===== src/design/stk_pkg.sv =====
// Shared types and constants for the stack engine.
package stk_pkg;

    localparam int STACK_DEPTH = 16;
    localparam int DATA_W      = 32;
    localparam int OP_W        = 3;
    localparam int DEPTH_W     = 5;
    localparam int STATUS_W    = 2;
    localparam int IN_TDATA_W  = 40;
    localparam int OUT_TDATA_W = 40;

    typedef enum logic [OP_W-1:0] {
        OP_PUSH    = 3'd0,
        OP_POP     = 3'd1,
        OP_DUP     = 3'd2,
        OP_SWAP    = 3'd3,
        OP_REVERSE = 3'd4
    } t_opcode;

    typedef enum logic [STATUS_W-1:0] {
        ST_DONE     = 2'd0,
        ST_IGNORED  = 2'd1,
        ST_OVERFLOW = 2'd2
    } t_status;

    // cell load select
    typedef enum logic [1:0] {
        SEL_HOLD = 2'd0,
        SEL_PREV = 2'd1,
        SEL_NEXT = 2'd2
    } t_sel;

endpackage


===== src/design/stk_cell.sv =====
// One stack cell: holds a word, loads from either neighbour or holds.
module stk_cell (
    input  logic                                i_clk,
    input  stk_pkg::t_sel                       i_sel,
    input  logic signed [stk_pkg::DATA_W-1:0]   i_prev,
    input  logic signed [stk_pkg::DATA_W-1:0]   i_next,
    output logic signed [stk_pkg::DATA_W-1:0]   o_value
);

    logic signed [stk_pkg::DATA_W-1:0] r_value;
    logic signed [stk_pkg::DATA_W-1:0] n_value;

    always_comb begin
        unique case (i_sel)
            stk_pkg::SEL_PREV: n_value = i_prev;
            stk_pkg::SEL_NEXT: n_value = i_next;
            default:           n_value = r_value;
        endcase
    end

    always_ff @(posedge i_clk) begin
        r_value <= n_value;
    end

    assign o_value = r_value;

endmodule


===== src/design/stack_engine_with_dup_swap_reverse.sv =====
// Stack engine top level: cell row, command control and result register.
// Bounded LIFO of signed 32-bit words kept in a row of cells, top of stack in
// cell 0. Push, pop, dup and swap complete in the cycle the command word is
// accepted and their result word is valid in the next cycle. The result word
// sits in a single output register, so a new command is accepted only when that
// register is empty or its word is taken in the same cycle. With the result side
// always ready this gives one command per cycle outside a reverse. Reverse on
// n >= 2 entries is accepted and then runs n odd-even exchange passes along
// the cell row, one per cycle, during which no command is accepted. Its result
// word is valid after the last pass. Push or dup on a full stack is dropped
// with overflow status.
module stack_engine_with_dup_swap_reverse #(
    parameter int STACK_DEPTH = stk_pkg::STACK_DEPTH
) (
    input  logic                               i_clk,
    input  logic                               i_rst_n,
    input  logic                               i_s_axis_tvalid,
    output logic                               o_s_axis_tready,
    // [2:0] opcode, [34:3] push_value, [39:35] zero
    input  logic [stk_pkg::IN_TDATA_W-1:0]     i_s_axis_tdata,
    output logic                               o_m_axis_tvalid,
    input  logic                               i_m_axis_tready,
    // [31:0] top_value, [36:32] depth_count, [38:37] status, [39] zero
    output logic [stk_pkg::OUT_TDATA_W-1:0]    o_m_axis_tdata
);

    localparam int CW = $clog2(STACK_DEPTH + 1);

    typedef enum logic [1:0] {
        S_IDLE = 2'b01,
        S_REV  = 2'b10
    } t_state;

    t_state                               r_state, n_state;
    logic [CW-1:0]                        r_fill, n_fill;
    logic [CW-1:0]                        r_phase, n_phase;
    logic                                 r_out_valid, n_out_valid;
    logic signed [stk_pkg::DATA_W-1:0]    r_out_top;
    logic [stk_pkg::DEPTH_W-1:0]          r_out_depth;
    stk_pkg::t_status                     r_out_status;

    stk_pkg::t_sel                        w_sel [STACK_DEPTH];
    logic signed [stk_pkg::DATA_W-1:0]    w_val [STACK_DEPTH];
    logic signed [stk_pkg::DATA_W-1:0]    w_push;
    logic signed [stk_pkg::DATA_W-1:0]    w_new_top;
    stk_pkg::t_opcode                     w_op;
    stk_pkg::t_status                     w_status;
    logic                                 w_accept;
    logic                                 w_load_out;
    logic                                 w_par;
    logic [CW+stk_pkg::DEPTH_W-1:0]       w_fill_ext;

    assign w_op     = stk_pkg::t_opcode'(i_s_axis_tdata[2:0]);
    assign w_push   = i_s_axis_tdata[34:3];
    assign o_s_axis_tready = (r_state == S_IDLE) && (!r_out_valid || i_m_axis_tready);
    assign w_accept = i_s_axis_tvalid && o_s_axis_tready;
    assign w_par    = r_phase[0];

    // cell row
    for (genvar g = 0; g < STACK_DEPTH; g++) begin : g_cell
        logic signed [stk_pkg::DATA_W-1:0] w_prev;
        logic signed [stk_pkg::DATA_W-1:0] w_next;
        if (g == 0) begin : g_first
            assign w_prev = w_push;
        end else begin : g_mid
            assign w_prev = w_val[g-1];
        end
        if (g == STACK_DEPTH - 1) begin : g_last
            assign w_next = w_val[g];
        end else begin : g_inner
            assign w_next = w_val[g+1];
        end
        stk_cell u_cell (
            .i_clk   (i_clk),
            .i_sel   (w_sel[g]),
            .i_prev  (w_prev),
            .i_next  (w_next),
            .o_value (w_val[g])
        );
    end

    always_comb begin
        n_state    = r_state;
        n_fill     = r_fill;
        n_phase    = r_phase;
        w_status   = stk_pkg::ST_DONE;
        w_load_out = 1'b0;
        for (int i = 0; i < STACK_DEPTH; i++) begin
            w_sel[i] = stk_pkg::SEL_HOLD;
        end
        unique case (r_state)
            S_IDLE: begin
                if (w_accept) begin
                    w_load_out = 1'b1;
                    case (w_op)
                        stk_pkg::OP_PUSH: begin
                            if (r_fill >= CW'(STACK_DEPTH)) begin
                                w_status = stk_pkg::ST_OVERFLOW;
                            end else begin
                                for (int i = 0; i < STACK_DEPTH; i++) begin
                                    w_sel[i] = stk_pkg::SEL_PREV;
                                end
                                n_fill = r_fill + CW'(1);
                            end
                        end
                        stk_pkg::OP_POP: begin
                            if (r_fill == '0) begin
                                w_status = stk_pkg::ST_IGNORED;
                            end else begin
                                for (int i = 0; i < STACK_DEPTH; i++) begin
                                    w_sel[i] = stk_pkg::SEL_NEXT;
                                end
                                n_fill = r_fill - CW'(1);
                            end
                        end
                        stk_pkg::OP_DUP: begin
                            if (r_fill == '0) begin
                                w_status = stk_pkg::ST_IGNORED;
                            end else if (r_fill >= CW'(STACK_DEPTH)) begin
                                w_status = stk_pkg::ST_OVERFLOW;
                            end else begin
                                for (int i = 1; i < STACK_DEPTH; i++) begin
                                    w_sel[i] = stk_pkg::SEL_PREV;
                                end
                                n_fill = r_fill + CW'(1);
                            end
                        end
                        stk_pkg::OP_SWAP: begin
                            if (r_fill < CW'(2)) begin
                                w_status = stk_pkg::ST_IGNORED;
                            end else begin
                                w_sel[0] = stk_pkg::SEL_NEXT;
                                w_sel[1] = stk_pkg::SEL_PREV;
                            end
                        end
                        stk_pkg::OP_REVERSE: begin
                            if (r_fill >= CW'(2)) begin
                                w_load_out = 1'b0;
                                n_state    = S_REV;
                                n_phase    = '0;
                            end
                        end
                        default: ;
                    endcase
                end
            end
            S_REV: begin
                // odd-even exchange pass over the occupied cells
                for (int i = 0; i < STACK_DEPTH; i++) begin
                    if ((i[0] == w_par) && (CW'(i + 1) < r_fill)) begin
                        w_sel[i] = stk_pkg::SEL_NEXT;
                    end else if ((i >= 1) && (i[0] != w_par) && (CW'(i) < r_fill)) begin
                        w_sel[i] = stk_pkg::SEL_PREV;
                    end
                end
                n_phase = r_phase + CW'(1);
                if (r_phase == r_fill - CW'(1)) begin
                    w_load_out = 1'b1;
                    n_state    = S_IDLE;
                end
            end
            default: n_state = S_IDLE;
        endcase
    end

    always_comb begin
        case (w_sel[0])
            stk_pkg::SEL_PREV: w_new_top = w_push;
            stk_pkg::SEL_NEXT: w_new_top = w_val[1];
            default:           w_new_top = w_val[0];
        endcase
    end

    assign w_fill_ext = (CW + stk_pkg::DEPTH_W)'(n_fill);

    always_comb begin
        n_out_valid = r_out_valid;
        if (w_load_out) begin
            n_out_valid = 1'b1;
        end else if (i_m_axis_tready) begin
            n_out_valid = 1'b0;
        end
    end

    always_ff @(posedge i_clk) begin
        if (!i_rst_n) begin
            r_state     <= S_IDLE;
            r_fill      <= '0;
            r_phase     <= '0;
            r_out_valid <= 1'b0;
        end else begin
            r_state     <= n_state;
            r_fill      <= n_fill;
            r_phase     <= n_phase;
            r_out_valid <= n_out_valid;
        end
    end

    always_ff @(posedge i_clk) begin
        if (w_load_out) begin
            r_out_top    <= (n_fill == '0) ? '0 : w_new_top;
            r_out_depth  <= w_fill_ext[stk_pkg::DEPTH_W-1:0];
            r_out_status <= w_status;
        end
    end

    assign o_m_axis_tvalid = r_out_valid;
    assign o_m_axis_tdata  = {1'b0, r_out_status, r_out_depth, r_out_top};

    a_fill_bound: assert property (@(posedge i_clk) disable iff (!i_rst_n)
        r_fill <= CW'(STACK_DEPTH))
        else $error("fill count beyond capacity");

    a_phase_range: assert property (@(posedge i_clk) disable iff (!i_rst_n)
        (r_state == S_REV) |-> (r_phase < r_fill))
        else $error("reverse pass count out of range");

    a_push_grows: assert property (@(posedge i_clk) disable iff (!i_rst_n)
        (w_accept && (w_op == stk_pkg::OP_PUSH) && (r_fill < CW'(STACK_DEPTH)))
        |=> (r_fill == $past(r_fill) + CW'(1)))
        else $error("push did not grow the stack");

    a_overflow_full: assert property (@(posedge i_clk) disable iff (!i_rst_n)
        (r_out_valid && (r_out_status == stk_pkg::ST_OVERFLOW))
        |-> (r_fill == CW'(STACK_DEPTH)))
        else $error("overflow reported on a stack that is not full");

endmodule


===== config.mk =====
export PLATFORM = sky130hd
export DESIGN_NAME = stack_engine_with_dup_swap_reverse
export DESIGN_NICKNAME = d
export VERILOG_FILES = /design/src/design/stk_pkg.sv /design/src/design/stk_cell.sv /design/src/design/stack_engine_with_dup_swap_reverse.sv
export SDC_FILE = /design/constraint.sdc
export NUM_CORES = 1
export LEC_CHECK = 0
export ABC_AREA = 1
export BUFFER_PORTS_ARGS = -buffer_cell sky130_fd_sc_hd__buf_2
export CORE_MARGIN = 2
export CORE_UTILIZATION = 56
export CTS_CLUSTER_DIAMETER = 100
export DETAILED_ROUTE_END_ITERATION = 6
export MAX_ROUTING_LAYER = met4
export PLACE_DENSITY_LB_ADDON = 0.15
export SLEW_MARGIN = 20
export SYNTH_ARGS = -nofsm -noshare
export SYNTH_HDL_FRONTEND = slang
export SYNTH_SLANG_ARGS = --single-unit
export TNS_END_PERCENT = 5

===== constraint.sdc =====
create_clock -name i_clk -period 3.7 [get_ports i_clk]
set_input_delay 0.74 -clock i_clk [delete_from_list [all_inputs] [get_ports i_clk]]
set_output_delay 0.74 -clock i_clk [all_outputs]
set_load 0.1 [all_outputs]

==> summary.md <==
| Metric | Value |
|---|---|
| Status | finished, final reports clean |
| Pwr Total | about 15 mW |
| Fin. Hold Viols | 0 |
| Slew Limit Fails | 0 |
| Achievable frequency | 323.0 MHz |
| Clk pin slew, worst setup/hold paths | 70 ps |
| Clk_lat worst skew | 630 ps |
| Final Non-Filler Cells | 3,041 |
| RSZ-0062 raised after global routing | false |
| Mux contribution to synthesized area | 0.0009248 |
| TNS Setup | 0 ps |
| DR iter-0 viols | 1,384 |
| Number of CTS-inserted buffers | 57 |
| Area occupied by multi-input gates | approximately 6000 sq um |
| Arrival time at the worst endpoint | around 3500 ps |
| H-tree levels | 2 |
| Fin crit period | 3096 ps |
| Post-CTS Resized | 0 |
| Flop2flop setup slack | 600 ps |
| Largest net degree at the start of global routing | 65 |
| FP Rows | 76 |
| Worst Setup End Kind | flop |
| YS warnings | 0 |
| Max Cap Viol | 0 |
| Share of layout cells above drive strength 1 | 0.09609 |
| Hold Worst Slack | 350.1 ps |
| R2R Path End | g_cell[5].u_cell.o_value[30] |
| Asr flop ratio synth | 0 |
| IO buf count | 79 |
| Post-Synth Adder-Cell Area | 0.01233 |
| Dpl ws | 437.2 ps |
| I/O pin total | between 80 and 90 |
| Postcts setup bufs | 0 |
| Power Dens Cells | 543.1 nW/um^2 |
| Hold Buf Count CTS | 0 |
| Filler cells | 3,516 |
| Utilization after layout | 0.6382 |
| Post-synth EDFFs | 519 |
| Gr usage total | 0.2257 |
| Final Cell Area | 27,430 sq um |
| Slew HR | 0.4983 |
| Leak | 10.28 nW |
| Min-Delay Path Depth | 2 |
| Mapped cell area | 24,350 sq um |
| Synth Area in XOR/XNOR | 0.0007193 |
| Reg area | roughly 16,000 sq um |
| Num Clock Sinks | 564 |
| Worst reg2reg path depth | 11 |
| Final HPWL DP | between 30,000 and 40,000 um |
| Layout area overhead | 12.64% |
| Placed instance area | between 20,000 and 30,000 sq um |
| Post-Syn Instances | 2,355 |
| Unique masters post-synth | 33 |
| Routed WL | 48,390 um |
| Post-synthesis compound-gate area fraction | 0.1149 |
| Worst Hold Launch | i_rst_n |
| Antenna Nets Post-Route | 0 |
| CTS root buf | clkbuf_16 |
| DIE AREA | 45,170 sq um |
| Primary FF master, synth | edfxtp_1 |
| Critical path required time | ~4100 ps |
| # diodes | 0 |
| TritonRoute pass-1 iters | 7 |
| Origin of the critical flop-to-flop path | r_fill[1] |
| Via Count | 15,686 |
| Syn avg cell area | 10.34 sq um |
| CORE AREA | around 43,000 sq um |
| Critical path type | flop to flop |
| Yosys reg bits | ~560 |
| Final setup margin | 604.3 ps |
| Crit start category | flop |
| Nets | 2,478 |
| Vias in the first global route | 14,845 |
| CTS tree | yes |
| Sequential fraction of the synthesis area | 0.6769 |
| Max Buffers Root-to-Sink | 3 |
| Synth Area in Simple Gates | 0.1182 |
| Initial Utilization | 0.5666 |
| Setup Skew | 36.49 ps |
| Initial antenna violation count | 0 |
| Maximum vdd drop | 524.5 uV |
| DRC viols | 0 |
| Avg WL per Cell | 15.91 um |
| Chip height | 212.5 um |
| GRT Residual Overflow | 0 |
| Actual slew at the worst max-slew pin | 750.7 ps |
| Placed Instances | between 2,000 and 3,000 |
| WHS Endpoint | r_state[0] |
| Endpoints failing setup | 0 |
| Type of the worst min-delay path | input port to flop |
| Syn_nets | between 2,000 and 2,500 |
| Chip width | between 200 and 250 um |
| Global placer's final weighted congestion | between 0.8 and 0.9 |
| First-pass GRT wire length | 78,400 um |
| Largest family of logic cells by synthesized area | simple AND/OR/NAND/NOR gates |
| Worst-path fanout max | 33 |
| Vias per std cell | a little over 5 |
| Fin crit share | 0.8367 |
## worst max-delay path, stage by stage, from the launching register on
cell and delay, ps:
dfxtp_1 600, inv_1 170, ha_1 280, nand3_4 120, nand2_2 80, inv_2 80
nand2_1 310, a21oi_1 270, ha_2 540, buf_12 260, nand2_1 80, o21ai_0 80
## cell usage in the layout (no fill, tap or decap), drive strengths merged
master and n:
edfxtp 519, nand2 415, inv 357, o21ai 335
nor2 263, a21oi 217, buf 117, clkbuf 88
dfxtp 45, nand3 34, ha 24, clkinv 16
nor3 6, o211ai 2, and2 2, nand4 2
mux2 2, nor3b 2, clkinvlp 2, bufinv 2
xnor2 1, a31oi 1, a211oi 1, xor2 1
nand3b 1, conb 1
## Yosys cell counts (3+ instances only)
cell	number	area, sq um
a21oi_1	217	1086
buf_1	5	18.77
buf_4	3	22.52
buf_6	4	45.04
clkbuf_1	109	409.1
clkinv_1	3	11.26
dfxtp_1	45	900.9
edfxtp_1	519	15580
ha_1	24	300.3
inv_1	354	1329
inv_2	3	11.26
nand2_1	408	1531
nand2_2	7	43.79
nand3_1	31	155.2
nor2_1	253	949.7
nor2_2	6	37.54
nor2_4	4	45.04
nor3_1	6	30.03
o21ai_0	333	1667
## registers in the layout, indices dropped and copies added (netlist names)
name,flops
r_fill,5
r_state,2
g_cell.u_cell.o_value,512
r_out_depth,5
r_out_top,32
r_out_status,2
r_phase,5
o_m_axis_tvalid,1
## power by group
group / internal (mW) / switching, mW
Combinational: 0.349 / 1.34
Clock: 3.24 / 2.37
Sequential: 7.46 / 0.133
Total: 11.1 / 3.85
## how the worst max path moves through the flow
stage	from	endpoint	slack [ps]	cells past startpoint
after floorplan	o_m_axis_tvalid	g_cell[10].u_cell.o_value[0]	150	8
after global placement	i_s_axis_tdata[2]	g_cell[9].u_cell.o_value[16]	480	12
after detailed placement	i_m_axis_tready	r_out_top[12]	440	15
after CTS	r_fill[2]	r_out_top[28]	430	16
after global routing	r_fill[1]	g_cell[5].u_cell.o_value[0]	340	12
final	r_fill[1]	g_cell[5].u_cell.o_value[30]	600	11
## cell type report
type                    count  share of cell area
inverters                 360             0.04926
clock inverters            17            0.006705
flip-flops and latches    564              0.6010
well taps                 585             0.02668
clock buffers              88             0.06076
repair buffers            117             0.03394
multi-input cells        1310              0.2217
## cell families (layout without fill, tap and decap cells)
family,Yosys count,count (layout)
AO/OA/AOI/OAI,556,556
XOR/XNOR,2,2
buffers and inverters,481,582
flip-flops,564,564
AND/OR/NAND/NOR,725,725
other,1,1
multiplexers,2,2
adder cells (fa/ha/maj),24,24
## per-layer routing
layer / GRT usage / part of all wire / vias up / wire [um]
met5: - / 0 / - / 0
met4: 0.05643 / 0.018 / 0 / 873
met3: 0.02806 / 0.053 / 65 / 2545
met2: 0.3233 / 0.42 / 428 / 20420
met1: 0.3442 / 0.51 / 7263 / 24550
li1: - / - / 7930 / -
(Power assumes the default switching activity.)
